`config.mk`:
```
export PLATFORM = sky130hd
export DESIGN_NAME = png_stored_deflate_encoder
export DESIGN_NICKNAME = d
export VERILOG_FILES = /design/src/pngse_pkg.sv /design/src/pngse_dims.sv /design/src/pngse_core.sv /design/src/png_stored_deflate_encoder.sv
export SDC_FILE = /design/constraint.sdc
export NUM_CORES = 1
export LEC_CHECK = 0
export BUFFER_PORTS_ARGS = -buffer_cell sky130_fd_sc_hd__buf_2
export CORE_ASPECT_RATIO = 1.4
export CORE_MARGIN = 5
export CORE_UTILIZATION = 44
export CTS_BUF_LIST = sky130_fd_sc_hd__clkbuf_2
export DETAILED_ROUTE_END_ITERATION = 10
export HOLD_SLACK_MARGIN = 0.03
export PLACE_DENSITY = 0.61
export SLEW_MARGIN = 20
export SYNTH_ARGS = -nofsm -noshare
export SYNTH_HDL_FRONTEND = slang
export SYNTH_HIERARCHICAL = 1
export SYNTH_SLANG_ARGS = --single-unit
```
`constraint.sdc`:
```
create_clock -name clk -period 30.8 [get_ports clk]
set_input_delay 1.54 -clock clk [delete_from_list [all_inputs] [get_ports clk]]
set_output_delay 1.54 -clock clk [all_outputs]
set_load 0.01 [all_outputs]
```
`src/pngse_pkg.sv`:
```
package pngse_pkg;

	localparam int unsigned SIDE_W   = 13;
	localparam int unsigned RAW_W    = 27;
	localparam int unsigned IDX_W    = 6;
	localparam int unsigned CFG_IDX_W = 1;

	localparam logic [SIDE_W-1:0] MAX_SIDE = 13'd4096;

	// stored block length; the block count math relies on 65536 = BLOCK_MAX + 1
	localparam logic [15:0] BLOCK_MAX = 16'hFFFF;
	localparam logic [16:0] ADLER_MOD = 17'd65521;
	localparam logic [31:0] CRC_POLY  = 32'hEDB88320;

	localparam logic [CFG_IDX_W-1:0] REG_WIDTH  = 1'b0;
	localparam logic [CFG_IDX_W-1:0] REG_HEIGHT = 1'b1;

	// byte positions inside the file header run and the trailer run
	localparam logic [IDX_W-1:0] HDR_IHDR_TAG = 6'd12;
	localparam logic [IDX_W-1:0] HDR_IHDR_END = 6'd28;
	localparam logic [IDX_W-1:0] HDR_IDAT_TAG = 6'd37;
	localparam logic [IDX_W-1:0] HDR_LAST     = 6'd42;
	localparam logic [IDX_W-1:0] BLK_LAST     = 6'd4;
	localparam logic [IDX_W-1:0] TRL_ADLER_END = 6'd3;
	localparam logic [IDX_W-1:0] TRL_LAST     = 6'd19;

	typedef enum logic [2:0] {
		PH_HDR,
		PH_BLK,
		PH_FILT,
		PH_DATA,
		PH_TRL
	} phase_t;

	typedef struct packed {
		logic [SIDE_W-1:0] width;
		logic [SIDE_W-1:0] height;
		logic [RAW_W-1:0]  raw_total;
		logic [RAW_W-1:0]  idat_len;
	} dims_t;

	typedef struct packed {
		logic [7:0] data;
		logic       item_last;
		logic       file_end;
	} seq_out_t;

	function automatic logic [SIDE_W-1:0] side_clamp(input logic [SIDE_W-1:0] v);
		logic [SIDE_W-1:0] r;
		r = v;
		if (v == '0)
			r = 13'd1;
		else if (v > MAX_SIDE)
			r = MAX_SIDE;
		return r;
	endfunction

endpackage

```
`src/pngse_dims.sv`:
```
module pngse_dims (
	input  logic                                  clk,
	input  logic                                  arst_n,
	input  logic                                  cfg_we,
	input  logic [pngse_pkg::CFG_IDX_W-1:0]       cfg_index,
	input  logic [pngse_pkg::SIDE_W-1:0]          cfg_data,
	output pngse_pkg::dims_t                      dims
);

	logic [pngse_pkg::SIDE_W-1:0] width_q, height_q;
	logic [pngse_pkg::SIDE_W-1:0] w_s1, h_s1;
	logic [pngse_pkg::RAW_W-1:0]  raw_s2;
	logic [10:0]                  q_s3;
	logic [16:0]                  sum_s3;
	logic [11:0]                  nblk_s4;
	logic [pngse_pkg::RAW_W-1:0]  idat_s5;

	logic [14:0]                  row_bytes;
	logic [pngse_pkg::RAW_W-1:0]  prod;
	logic                         wrap;
	logic [16:0]                  rem;

	always_ff @(posedge clk or negedge arst_n) begin
		if (!arst_n) begin
			width_q  <= 13'd1;
			height_q <= 13'd1;
		end else if (cfg_we) begin
			unique case (cfg_index)
				pngse_pkg::REG_WIDTH:  width_q  <= cfg_data;
				pngse_pkg::REG_HEIGHT: height_q <= cfg_data;
				default: ;
			endcase
		end
	end

	always_comb begin
		row_bytes = {w_s1, 2'b00} + 15'd1;
		prod      = 27'(h_s1) * 27'(row_bytes);
		wrap      = sum_s3 >= 17'(pngse_pkg::BLOCK_MAX);
		rem       = wrap ? sum_s3 - 17'(pngse_pkg::BLOCK_MAX) : sum_s3;
	end

	// registered stages s1 to s5 settle after a write, long before the header needs it
	always_ff @(posedge clk) begin
		w_s1    <= pngse_pkg::side_clamp(width_q);
		h_s1    <= pngse_pkg::side_clamp(height_q);
		raw_s2  <= prod;
		q_s3    <= raw_s2[26:16];
		sum_s3  <= 17'(raw_s2[26:16]) + 17'(raw_s2[15:0]);
		nblk_s4 <= 12'(q_s3) + 12'(wrap) + 12'(rem != '0);
		idat_s5 <= raw_s2 + 27'({nblk_s4, 2'b00}) + 27'(nblk_s4) + 27'd6;
	end

	assign dims.width     = w_s1;
	assign dims.height    = h_s1;
	assign dims.raw_total = raw_s2;
	assign dims.idat_len  = idat_s5;

endmodule

```
`src/pngse_core.sv`:
```
module pngse_core (
	input  logic                  clk,
	input  logic                  arst_n,
	input  logic                  restart,
	input  logic                  emit,
	input  logic [7:0]            pix,
	input  pngse_pkg::dims_t      dims,
	output pngse_pkg::seq_out_t   seq
);

	pngse_pkg::phase_t phase_q, phase_d;

	logic [pngse_pkg::IDX_W-1:0] idx_q;
	logic [31:0]                 crc_q;
	logic [15:0]                 adl_lo_q, adl_hi_q;
	logic [pngse_pkg::RAW_W-1:0] raw_pos_q;
	logic [15:0]                 blk_rem_q;
	logic [14:0]                 row_rem_q;

	logic [7:0]                  b;
	logic                        phase_end, is_raw, crc_start, crc_run;
	logic                        at_end, final_blk;
	logic [pngse_pkg::RAW_W-1:0] left;
	logic [15:0]                 blk;
	logic [31:0]                 crc_next;
	logic [16:0]                 lo_sum, hi_sum;
	logic [15:0]                 lo_new, hi_new;

	function automatic logic [31:0] crc_byte(input logic [31:0] c, input logic [7:0] d);
		logic [31:0] x;
		x = c ^ {24'h0, d};
		for (int k = 0; k < 8; k++)
			x = x[0] ? ((x >> 1) ^ pngse_pkg::CRC_POLY) : (x >> 1);
		return x;
	endfunction

	function automatic logic [7:0] hdr_byte(input logic [pngse_pkg::IDX_W-1:0] i,
		input pngse_pkg::dims_t d, input logic [31:0] c);
		logic [7:0] r;
		unique case (i)
			6'd0:  r = 8'd137;
			6'd1:  r = 8'h50;
			6'd2:  r = 8'h4E;
			6'd3:  r = 8'h47;
			6'd4:  r = 8'h0D;
			6'd5:  r = 8'h0A;
			6'd6:  r = 8'h1A;
			6'd7:  r = 8'h0A;
			6'd11: r = 8'h0D;
			6'd12: r = 8'h49;
			6'd13: r = 8'h48;
			6'd14: r = 8'h44;
			6'd15: r = 8'h52;
			6'd18: r = {3'b000, d.width[12:8]};
			6'd19: r = d.width[7:0];
			6'd22: r = {3'b000, d.height[12:8]};
			6'd23: r = d.height[7:0];
			6'd24: r = 8'h08;
			6'd25: r = 8'h06;
			6'd29: r = ~c[31:24];
			6'd30: r = ~c[23:16];
			6'd31: r = ~c[15:8];
			6'd32: r = ~c[7:0];
			6'd33: r = {5'b00000, d.idat_len[26:24]};
			6'd34: r = d.idat_len[23:16];
			6'd35: r = d.idat_len[15:8];
			6'd36: r = d.idat_len[7:0];
			6'd37: r = 8'h49;
			6'd38: r = 8'h44;
			6'd39: r = 8'h41;
			6'd40: r = 8'h54;
			6'd41: r = 8'h78;
			6'd42: r = 8'h01;
			default: r = 8'h00;
		endcase
		return r;
	endfunction

	function automatic logic [7:0] trl_byte(input logic [pngse_pkg::IDX_W-1:0] i,
		input logic [31:0] adl, input logic [31:0] c);
		logic [7:0] r;
		unique case (i)
			6'd0:  r = adl[31:24];
			6'd1:  r = adl[23:16];
			6'd2:  r = adl[15:8];
			6'd3:  r = adl[7:0];
			6'd4:  r = ~c[31:24];
			6'd5:  r = ~c[23:16];
			6'd6:  r = ~c[15:8];
			6'd7:  r = ~c[7:0];
			6'd12: r = 8'h49;
			6'd13: r = 8'h45;
			6'd14: r = 8'h4E;
			6'd15: r = 8'h44;
			6'd16: r = 8'hAE;
			6'd17: r = 8'h42;
			6'd18: r = 8'h60;
			6'd19: r = 8'h82;
			default: r = 8'h00;
		endcase
		return r;
	endfunction

	assign left      = dims.raw_total - raw_pos_q;
	assign final_blk = left[26:16] == '0;
	assign blk       = final_blk ? left[15:0] : pngse_pkg::BLOCK_MAX;
	assign at_end    = (raw_pos_q + 27'd1) == dims.raw_total;

	// outputs of the sequencer
	always_comb begin
		b         = 8'h00;
		phase_end = 1'b0;
		is_raw    = 1'b0;
		crc_start = 1'b0;
		crc_run   = 1'b0;
		seq.item_last = 1'b0;
		seq.file_end  = 1'b0;
		unique case (phase_q)
			pngse_pkg::PH_HDR: begin
				b         = hdr_byte(idx_q, dims, crc_q);
				phase_end = idx_q == pngse_pkg::HDR_LAST;
				crc_start = idx_q == pngse_pkg::HDR_IHDR_TAG ||
					idx_q == pngse_pkg::HDR_IDAT_TAG;
				crc_run   = (idx_q > pngse_pkg::HDR_IHDR_TAG &&
					idx_q <= pngse_pkg::HDR_IHDR_END) || idx_q > pngse_pkg::HDR_IDAT_TAG;
			end
			pngse_pkg::PH_BLK: begin
				unique case (idx_q)
					6'd0: b = {7'b0, final_blk};
					6'd1: b = blk[7:0];
					6'd2: b = blk[15:8];
					6'd3: b = ~blk[7:0];
					default: b = ~blk[15:8];
				endcase
				phase_end = idx_q == pngse_pkg::BLK_LAST;
				crc_run   = 1'b1;
			end
			pngse_pkg::PH_FILT: begin
				b         = 8'h00;
				phase_end = 1'b1;
				is_raw    = 1'b1;
				crc_run   = 1'b1;
			end
			pngse_pkg::PH_DATA: begin
				b         = pix;
				phase_end = 1'b1;
				is_raw    = 1'b1;
				crc_run   = 1'b1;
				seq.item_last = !at_end;
			end
			pngse_pkg::PH_TRL: begin
				b         = trl_byte(idx_q, {adl_hi_q, adl_lo_q}, crc_q);
				phase_end = idx_q == pngse_pkg::TRL_LAST;
				crc_run   = idx_q <= pngse_pkg::TRL_ADLER_END;
				seq.item_last = phase_end;
				seq.file_end  = phase_end;
			end
			default: ;
		endcase
		seq.data = b;
	end

	// next state
	always_comb begin
		phase_d = phase_q;
		if (emit && phase_end) begin
			unique case (phase_q)
				pngse_pkg::PH_HDR:
					phase_d = (blk_rem_q == '0) ? pngse_pkg::PH_BLK :
						(row_rem_q == '0) ? pngse_pkg::PH_FILT : pngse_pkg::PH_DATA;
				pngse_pkg::PH_BLK:
					phase_d = (row_rem_q == '0) ? pngse_pkg::PH_FILT : pngse_pkg::PH_DATA;
				pngse_pkg::PH_FILT:
					phase_d = (blk_rem_q == 16'd1) ? pngse_pkg::PH_BLK : pngse_pkg::PH_DATA;
				pngse_pkg::PH_DATA:
					phase_d = at_end ? pngse_pkg::PH_TRL :
						(blk_rem_q == 16'd1) ? pngse_pkg::PH_BLK :
						(row_rem_q == 15'd1) ? pngse_pkg::PH_FILT : pngse_pkg::PH_DATA;
				pngse_pkg::PH_TRL:
					phase_d = pngse_pkg::PH_HDR;
				default:
					phase_d = pngse_pkg::PH_HDR;
			endcase
		end
	end

	always_comb begin
		crc_next = crc_byte(crc_start ? 32'hFFFFFFFF : crc_q, b);
		lo_sum   = 17'(adl_lo_q) + 17'(b);
		lo_new   = (lo_sum >= pngse_pkg::ADLER_MOD) ?
			16'(lo_sum - pngse_pkg::ADLER_MOD) : lo_sum[15:0];
		hi_sum   = 17'(adl_hi_q) + 17'(lo_new);
		hi_new   = (hi_sum >= pngse_pkg::ADLER_MOD) ?
			16'(hi_sum - pngse_pkg::ADLER_MOD) : hi_sum[15:0];
	end

	always_ff @(posedge clk or negedge arst_n) begin
		if (!arst_n) begin
			phase_q   <= pngse_pkg::PH_HDR;
			idx_q     <= '0;
			crc_q     <= 32'hFFFFFFFF;
			adl_lo_q  <= 16'd1;
			adl_hi_q  <= '0;
			raw_pos_q <= '0;
			blk_rem_q <= '0;
			row_rem_q <= '0;
		end else if (restart) begin
			phase_q   <= pngse_pkg::PH_HDR;
			idx_q     <= '0;
			crc_q     <= 32'hFFFFFFFF;
			adl_lo_q  <= 16'd1;
			adl_hi_q  <= '0;
			raw_pos_q <= '0;
			blk_rem_q <= '0;
			row_rem_q <= '0;
		end else if (emit) begin
			phase_q <= phase_d;
			idx_q   <= phase_end ? '0 : idx_q + 6'd1;
			if (crc_start || crc_run)
				crc_q <= crc_next;
			if (is_raw) begin
				adl_lo_q  <= lo_new;
				adl_hi_q  <= hi_new;
				raw_pos_q <= raw_pos_q + 27'd1;
				blk_rem_q <= blk_rem_q - 16'd1;
			end
			if (phase_q == pngse_pkg::PH_BLK && phase_end)
				blk_rem_q <= blk;
			if (phase_q == pngse_pkg::PH_FILT)
				row_rem_q <= {dims.width, 2'b00};
			if (phase_q == pngse_pkg::PH_DATA)
				row_rem_q <= row_rem_q - 15'd1;
			if (phase_q == pngse_pkg::PH_TRL && phase_end) begin
				crc_q     <= 32'hFFFFFFFF;
				adl_lo_q  <= 16'd1;
				adl_hi_q  <= '0;
				raw_pos_q <= '0;
				blk_rem_q <= '0;
				row_rem_q <= '0;
			end
		end
	end

endmodule

```
`src/png_stored_deflate_encoder.sv`:
```
// Path: a pixel byte is held in pix_s1; its output beats go through the output register.
// Throughput: one output beat per cycle while a byte is held and the output is not stalled;
// a pixel byte gives one beat, plus 43 for the file header on the first byte of a
// frame, 5 per stored block header, 1 per row filter byte and 20 for the trailer
// after the last byte.
// Reset: arst_n clears the handshake state and the frame state; both sizes become 1.
module png_stored_deflate_encoder (
	input  logic                                  clk,
	input  logic                                  arst_n,
	input  logic                                  cfg_we,
	input  logic [pngse_pkg::CFG_IDX_W-1:0]       cfg_index,
	input  logic [pngse_pkg::SIDE_W-1:0]          cfg_data,
	input  logic                                  s_tvalid,
	output logic                                  s_tready,
	input  logic [7:0]                            s_tdata,   // [7:0] pixel_byte
	output logic                                  m_tvalid,
	input  logic                                  m_tready,
	output logic [7:0]                            m_tdata,   // [7:0] out_byte
	output logic                                  m_tlast,   // run_last
	output logic                                  m_tuser    // [0] file_end
);

	pngse_pkg::dims_t    dims;
	pngse_pkg::seq_out_t seq;

	logic       in_valid_s1;
	logic [7:0] pix_s1;
	logic       out_valid_q;
	logic [7:0] out_byte_q;
	logic       out_last_q, out_end_q;

	logic out_free, emit, item_done, accept;

	pngse_dims u_dims (
		.clk       (clk),
		.arst_n    (arst_n),
		.cfg_we    (cfg_we),
		.cfg_index (cfg_index),
		.cfg_data  (cfg_data),
		.dims      (dims)
	);

	pngse_core u_core (
		.clk     (clk),
		.arst_n  (arst_n),
		.restart (cfg_we),
		.emit    (emit),
		.pix     (pix_s1),
		.dims    (dims),
		.seq     (seq)
	);

	assign out_free  = !out_valid_q || m_tready;
	assign emit      = in_valid_s1 && out_free;
	assign item_done = emit && seq.item_last;
	assign s_tready  = !in_valid_s1 || item_done;
	assign accept    = s_tvalid && s_tready;

	always_ff @(posedge clk or negedge arst_n) begin
		if (!arst_n) begin
			in_valid_s1 <= 1'b0;
			out_valid_q <= 1'b0;
		end else begin
			if (accept)
				in_valid_s1 <= 1'b1;
			else if (item_done)
				in_valid_s1 <= 1'b0;
			if (emit)
				out_valid_q <= 1'b1;
			else if (m_tready)
				out_valid_q <= 1'b0;
		end
	end

	always_ff @(posedge clk) begin
		if (accept)
			pix_s1 <= s_tdata;
		if (emit) begin
			out_byte_q <= seq.data;
			out_last_q <= seq.item_last;
			out_end_q  <= seq.file_end;
		end
	end

	assign m_tvalid = out_valid_q;
	assign m_tdata  = out_byte_q;
	assign m_tlast  = out_last_q;
	assign m_tuser  = out_end_q;

endmodule

```
==> qor.yml, run 1 <==
layout:
  finalNetCount: 3427
  stdcell_count: 3890
  syn2layout_area_growth_pct: 6.738
  fin_util_pct: 47.21
  drive_gt1_share_pct: 10.26
  final_common_cell: "inv_1"
  final_cell_mix: "inv_1, nand2_1, nor2_1, ha_1, o21ai_0"
clocking:
  cts_tree: "built"
  post_cts_resized: 0
  cts_buffer_depth: 3
  h-tree-depth: 3
  cts_root_buf: "clkbuf_2"
  clk_pin_slew_ns: 0.12
  tritoncts.num_buffers: 79
  post-cts-setup-buffers: 0
  numClockSinks: 297
  ctsHoldBuffers: 0
  clk_latency_ns: 1.08
setup_path:
  ff2ff_path_depth: 43
  slowest_delay_ns: 0.81
  critPathSlowestCell: "dfrtp_1"
  crit_arrival_ns: 12.55
  crit_path_start_kind: "register"
  crit_start: "u_core/idx_q[2]$_DFFE_PN0P_"
  end_kind: "register"
  worstSetupPathType: "register to register"
  r2r_start: "u_core/idx_q[2]$_DFFE_PN0P_"
  cp_max_fo: 23
  cp.required_ns: 31.72
synth:
  synthArstFlopShare_pct: 53.54
  yosysTopAreaCellShare_pct: 11.81
  yosysUniqueCellTypes: 114
  syn_avg_cell_area_um2: 8.675
  syn_nets: 3387
  syn-cell-area_mm2: 0.02628
  ys_ff_latch: 297
  ys_seq_area_share_pct: 26.51
  synth_enable_flop_cells: 18
  yosys.area.top_type: "dfrtp_1"
  yosys_warnings: 6
  ys.flop_type: "dfrtp_1"
  synth_area_leaders: "dfrtp_1, fa_1, dfxtp_1"
  syn_inst: 3029
global_routing:
  top_usage_layer: "met2"
  grtUsageMet3_pct: 3.425
  grtUsageMet1_pct: 30.19
  grt_pass1_vias: 23420
  gr-usage-met2_pct: 47.58
  grt-ovfl-total: 0
  antenna_found_initial: 2
  grt_pass1_wl_um: 134200
  grt_max_degree: 69
  grt_usage_pct: 26.45
die:
  die-area_mm2: 0.06478
  coreArea_mm2: 0.05942
  initial_core_util_pct: 44.23
  ios: 39
  rows: 106
  die_x_um: 216.5
  die_h_um: 299.2
power:
  combPwrFrac_pct: 62.3
  p_int_w: 0.001326
  power_per_cell_area_mw_per_mm2: 94.15
  p_sw_w: 0.001314
  seq_power_share_pct: 26.2
  netSwitchingFraction_pct: 49.77
  clkPwrFrac_pct: 11.5
  vdd.ir_drop.worst_mv: 0.06302
  power_leakage_nw: 12.44
route:
  dr.pass1.iters: 8
  routedWlPerCell_um: 22.48
  ant_nets: 0
  via_count: 22910
  viasPerCell: 5.888
  dr.first_iter.drc_count: 1787
  drc_errors: 0
  finalWirelength_um: 87460
timing:
  skew_ns: 0.07070
  timing.setup.tns_ns: 0
  relSlewSlack_pct: 32.14
  fmax_mhz: 85.96
  finalSetupViolations: 0
  rsz0062_at_grt: "no"
  slew_viol_final: 0
  whs_ns: 0.3756
  finalWorstSetupSlack_ns: 19.17
  finalHoldViolCount: 0
  min_period_ns: 11.63
  finalCritPeriodShare_pct: 37.77
  worst_pin_slew_ns: 1.007
placed_design:
  dp_cells: 3743
  gp_congestion: 0.9914
  port_buffers: 38
  place_ws_ns: 19.34
  post-dp-hpwl_um: 66610
flow_run:
  maxCapViolations: 0
hold_path:
  hp-class: "input pin to asynchronous set/reset pin"
run_status:
  outcome: "finished clean"
[metrics by stage]
| step | total power [W] | area, um2 |
|---|---|---|
| detailed placement | 0.002334 | 27250 |
| floorplan | 0.001829 | 26280 |
| finish | 0.002641 | 28050 |
| global route | 0.002851 | 28050 |
| CTS | 0.002655 | 28030 |
| global placement | 0.002309 | 27250 |
[power by group through the flow]
stage	logic, W	registers [W]	clock network, W
detailed placement	0.00164	0.000694	0
global placement	0.00162	0.000691	0
finish	0.00165	0.000691	0.000304
CTS	0.00165	0.000687	0.000318
floorplan	0.00122	0.000609	0
global route	0.00181	0.000702	0.000337
[synth_stat cells (7+ instances only)]
cell       number
nor2_1        217
a2111oi_0       7
ha_1          185
a31oi_1        24
xnor2_1       164
nor4_1         28
and3_1         24
inv_1         311
a22o_1         13
nand2b_1       21
a211oi_1       25
dfrtp_1       124
buf_1          10
fa_1          146
a222oi_1        8
o21ai_0       180
xor2_1         77
a221oi_1       18
nand3_1        82
o21bai_1       17
or3_1          25
o22a_1         33
a22oi_1         7
o21a_1         14
mux2_1         20
dfstp_2        35
dfxtp_1       120
nand4_1        28
nor3_1         65
o21ai_1        14
mux2_2          8
o22ai_1        23
nor3b_1         7
o2111ai_1       9
edfxtp_1       18
nand3b_1        8
nor2b_1        45
a21oi_1       160
or2_2          10
o211ai_1       18
a21o_1         38
nand2_1       270
clkbuf_1      100
and2_1        109
o31ai_1        10
[worst max-delay path: cells and delay by family (launching register included)]
| family | cells | cell delay (ns) |
|---|---|---|
| buf+inv | 4 | 0.69 |
| flops | 1 | 0.81 |
| fa+ha+maj | 3 | 0.95 |
| simple gates | 10 | 2.65 |
| compound gates | 22 | 5.53 |
| xor+xnor | 4 | 0.85 |
[layout make-up]
| type | count | area, um2 |
|---|---|---|
| sequential | 297 | 6965 |
| fill | 5831 | 31370 |
| tap | 756 | 945.9 |
| timing repair buffer | 80 | 509.2 |
| multi-input combinational | 2299 | 17670 |
| clock buffer | 108 | 540.5 |
| clock inverter | 34 | 232.7 |
| antenna | 4 | 10.01 |
| inverter | 312 | 1171 |
[cells by family after synthesis]
logic type / share of synthesized area [%]
flip-flops: 26.51
multiplexers: 1.409
AND/OR/NAND/NOR: 18.31
adder cells (fa/ha/maj): 19.93
buffers and inverters: 6.328
XOR/XNOR: 9.347
AO/OA/AOI/OAI: 18.17
[sequential cells by signal (all words and copies together) (netlist names), 11 cells and up]
register and flops:
u_core/blk_rem_q 16, u_dims/w_s1 13, u_dims/h_s1 13, u_core/raw_pos_q 27, u_core/adl_lo_q 16, u_dims/width_q 13
u_dims/raw_s2 27, u_core/crc_q 32, u_dims/height_q 13, u_dims/nblk_s4 12, u_dims/sum_s3 17, u_dims/q_s3 11
u_dims/idat_s5 27, u_core/adl_hi_q 16, u_core/row_rem_q 15
[worst paths after layout]
check / endpoint / slack [ns]
min in group clk: u_dims/nblk_s4[6]$_DFF_P_ / 0.42
worst min register to register: u_dims/nblk_s4[6]$_DFF_P_ / 0.42
worst max register to register: u_core/adl_hi_q[11]$_DFFE_PN0P_ / 19.17
worst max-delay path: u_core/adl_hi_q[11]$_DFFE_PN0P_ / 19.17
worst min-delay path: u_core/raw_pos_q[17]$_DFFE_PN0P_ / 0.38
max in group asynchronous: u_core/idx_q[3]$_DFFE_PN0P_ / 28.36
[per-layer routing]
layer	share of wire (%)	wire [um]	vias up
met2	51	44510	828
met1	38	33210	11280
li1	-	-	10560
met3	5.0	4364	243
met5	0	0	-
met4	6.2	5379	0
Power figures use the tool's default switching activity.
==> inputs of run 2 (changes only) <==
Settings changed: ABC_AREA from default to 1, PLACE_DENSITY 0.61 to 0.63.
Clock period 30.8 ns to 10.5 ns, I/O delays scaled along.
==> run 2 against run 1 <==
Against the previous run: routed wire length increased by 6.1%; clock-buffer cell count grew 1; sequential power rose to 2.7 times the previous value; flip-flop and latch count stayed put; global-route usage grew 0.45 points; critical endpoint is now u_core/adl_hi_q[1]$_DFFE_PN0P_; largest power group unchanged.
==> qor.yml, run 2 <==
run_status:
  outcome: "finished clean"
synth:
  yosys_warnings: 6  # unchanged
  syn_avg_cell_area_um2: 7.029  # -19%
  ys_seq_area_share_pct: 25.42  # -1.1 points
  syn-cell-area_mm2: 0.02740  # +4.3%
  synthTopCellsByCount: "nand2_1, inv_1, nor2_1"
  ys_ff_latch: 297  # unchanged
  syn_nets: 4256  # +26%
  syn_inst: 3898  # +29%
  yosysUniqueCellTypes: 66  # -42%
  synth_area_leaders: "nand2_1, dfrtp_1, inv_1"
  synth_enable_flop_cells: 18  # unchanged
  yosys.area.top_type: "nand2_1"
  yosysMostFrequentCell: "nand2_1"
  synthArstFlopShare_pct: 53.54  # unchanged
  yosysTopAreaCellShare_pct: 13.48  # +1.7 points
  ys.flop_type: "dfrtp_1"
clocking:
  tritoncts.num_buffers: 78  # -1.3%
  numClockSinks: 297  # unchanged
  h-tree-depth: 3  # unchanged
  clk_pin_slew_ns: 0.11  # about the same
  cts_buffer_depth: 3  # unchanged
  post-cts-setup-buffers: 0  # unchanged
  cts_tree: "built"
  cts_root_buf: "clkbuf_2"
  clk_latency_ns: 1.16  # +0.08 ns
layout:
  syn2layout_area_growth_pct: 9.234
  top_register: "u_core/crc_q"
  largest_register_ffs: 32  # unchanged
  finalNetCount: 4390  # +28%
  stdcell_count: 4924  # +27%
  drive_gt1_share_pct: 8.008  # -2.2 points
  final_cell_mix: "nand2_1, inv_1, nor2_1, ha_1, nand3_1"
  final_common_cell: "nand2_1"
timing:
  finalCritPeriodShare_pct: 90.06  # +52 points
  relSlewSlack_pct: 26.48  # -5.7 points
  skew_ns: 0.1397  # +0.06898 ns
  fmax_mhz: 105.8  # +23%
  worst_pin_slew_ns: 1.102  # +0.09444 ns
  slew_viol_final: 0  # unchanged
  finalHoldViolCount: 0  # unchanged
  min_period_ns: 9.456  # -2.178 ns
  finalSetupViolations: 0  # unchanged
  timing.setup.tns_ns: 0  # unchanged
  rsz0062_at_grt: "no"
hold_path:
  hp-class: "input pin to register"
setup_path:
  cp.required_ns: 11.44  # -20.28 ns
  crit_arrival_ns: 10.40  # -2.15 ns
  cp_common_cell: "nand2_1"
  end_kind: "register"
  critPathSlowestCell: "o21ai_1"
  slowest_delay_ns: 0.53  # -0.28 ns
  worstSetupPathType: "register to register"
  crit_path_start_kind: "register"
  cp_max_fo: 28  # +22%
route:
  routedWlPerCell_um: 18.84  # -16%
  dr.pass1.iters: 6  # -2
  dr.first_iter.drc_count: 1939  # +8.5%
  viasPerCell: 5.328  # -9.5%
  ant_nets: 0  # unchanged
  via_count: 26240  # +15%
  drc_errors: 0  # unchanged
  finalWirelength_um: 92770  # +6.1%
die:
  die-area_mm2: 0.06743  # +4.1%
  coreArea_mm2: 0.06189  # +4.2%
  ios: 39  # unchanged
  rows: 108  # +1.9%
  die_x_um: 220.9  # +2.0%
  die_h_um: 305.3  # +2.0%
  initial_core_util_pct: 44.27  # about the same
placed_design:
  dp_cells: 4740  # +27%
  port_buffers: 38  # unchanged
  gp_congestion: 1.013  # +2.2%
  post-dp-hpwl_um: 72030  # +8.1%
power:
  netSwitchingFraction_pct: 53.93  # +4.2 points
  power_leakage_nw: 15.98  # +28%
  p_sw_w: 0.004168  # +220%
  power_per_cell_area_mw_per_mm2: 258.2  # +170%
  vdd.ir_drop.worst_mv: 0.1475  # +130%
  seq_power_share_pct: 24.2  # -2.0 points
  combPwrFrac_pct: 64.1  # +1.8 points
  clkPwrFrac_pct: 11.7  # +0.2 points
  p_int_w: 0.003560  # +170%
  totalPowerFinal_w: 0.007728  # +190%
global_routing:
  grt-ovfl-total: 0  # unchanged
  grt_usage_pct: 26.90  # +0.45 points
  antenna_found_initial: 2  # unchanged
  grt_pass1_wl_um: 144700  # +7.8%
  grtUsageMet1_pct: 29.89  # -0.30 points
  grtUsageMet3_pct: 4.271  # +0.85 points
  grt_pass1_vias: 26360  # +13%
  grt_max_degree: 67  # -2.9%
  gr-usage-met2_pct: 48.14  # +0.57 points
  top_usage_layer: "met2"
flow_run:
  maxCapViolations: 0  # unchanged
## run 2: changes by cell type in the layout (fill, tap and decap cells not counted), moves of 64 or more
cell     change
nand2_1    +713
inv_1      +500
xnor2_1    -115
and2_1     -105
nand3_1     +92
o22ai_1     +72
xor2_1      +69
nor2_1      +64
## run 2: critical path, delay by kind of cell (launching register included)
| family | cells | cell delay [ns] |
|---|---|---|
| AOI/OAI and AO/OA | 9 | 1.71 |
| xor gates and xnor gates | 3 | 0.81 |
| adders and majority gates | 4 | 1.42 |
| buffers and inverters | 5 | 0.50 |
| DFF | 1 | 0.42 |
| and+or+nand+nor | 35 | 4.33 |
## run 2: routing by layer
layer / share of wire [%] / wire length, um
met5: 0 / 0
met4: 6.9 / 6400
met3: 5.7 / 5285
met2: 50 / 46310
met1: 37 / 34780
## run 2: power groups by stage
stage / logic [W] / registers [W] / clock network [W]
2_1_floorplan: 0.00343 / 0.00176 / 0
6_report: 0.00495 / 0.00187 / 0.000906
3_3_place_gp: 0.00486 / 0.00188 / 0
3_5_place_dp: 0.00485 / 0.00188 / 0
4_1_cts: 0.00490 / 0.00186 / 0.000943
5_1_grt: 0.00550 / 0.00189 / 0.000998
## run 2: metrics by stage
stage               hold slack (ns)  instance area [um2]  util (%)  setup slack, ns
floorplan                    0.2294                27400         -            2.848
detailed placement           0.4168                28750     46.45            1.062
finish                       0.1942                29930     48.36            1.044
CTS                         0.05903                29920     48.34           0.9713
global placement             0.4085                28750     46.45            1.217
global route                 0.1435                29930     48.36          0.08154
## run 2: final timing paths
check	startpoint	end	slack [ns]	cells after the start
min in group asynchronous	arst_n	u_core/raw_pos_q[13]$_DFFE_PN0P_	0.49	4
max in group asynchronous	arst_n	u_dims/height_q[10]$_DFFE_PN0P_	8.39	5
worst max register to register	u_dims/raw_s2[0]$_DFF_P_	u_core/adl_hi_q[1]$_DFFE_PN0P_	1.04	56
worst min-delay path	cfg_index	u_dims/height_q[12]$_DFFE_PN0P_	0.19	4
worst min register to register	u_dims/height_q[12]$_DFFE_PN0P_	u_dims/h_s1[12]$_SDFF_PP0_	0.44	0
worst max-delay path	u_dims/raw_s2[0]$_DFF_P_	u_core/adl_hi_q[1]$_DFFE_PN0P_	1.04	56
## run 2: timing repair
item,in CTS,in global routing
setup endpoints to repair,0,13
gates resized for setup,0,1
hold buffers,37,0
endpoints found under the hold margin,138,0
## run 2: kinds of logic after synthesis
logic type / synth area share [%]
flops: 25.42
buf+inv: 12.41
fa+ha+maj: 19.12
compound gates: 11.06
xor+xnor: 6.353
simple gates: 25.64
## run 2: layout make-up
class | instances | area, um2
multi-input cells | 2705 | 17060
inverters | 819 | 3074
repair buffers | 131 | 1005
flip-flops and latches | 297 | 6965
clock buffers | 109 | 545.5
well taps | 825 | 1032
fillers | 6463 | 31960
diodes | 3 | 7.507
clock inverters | 35 | 239.0
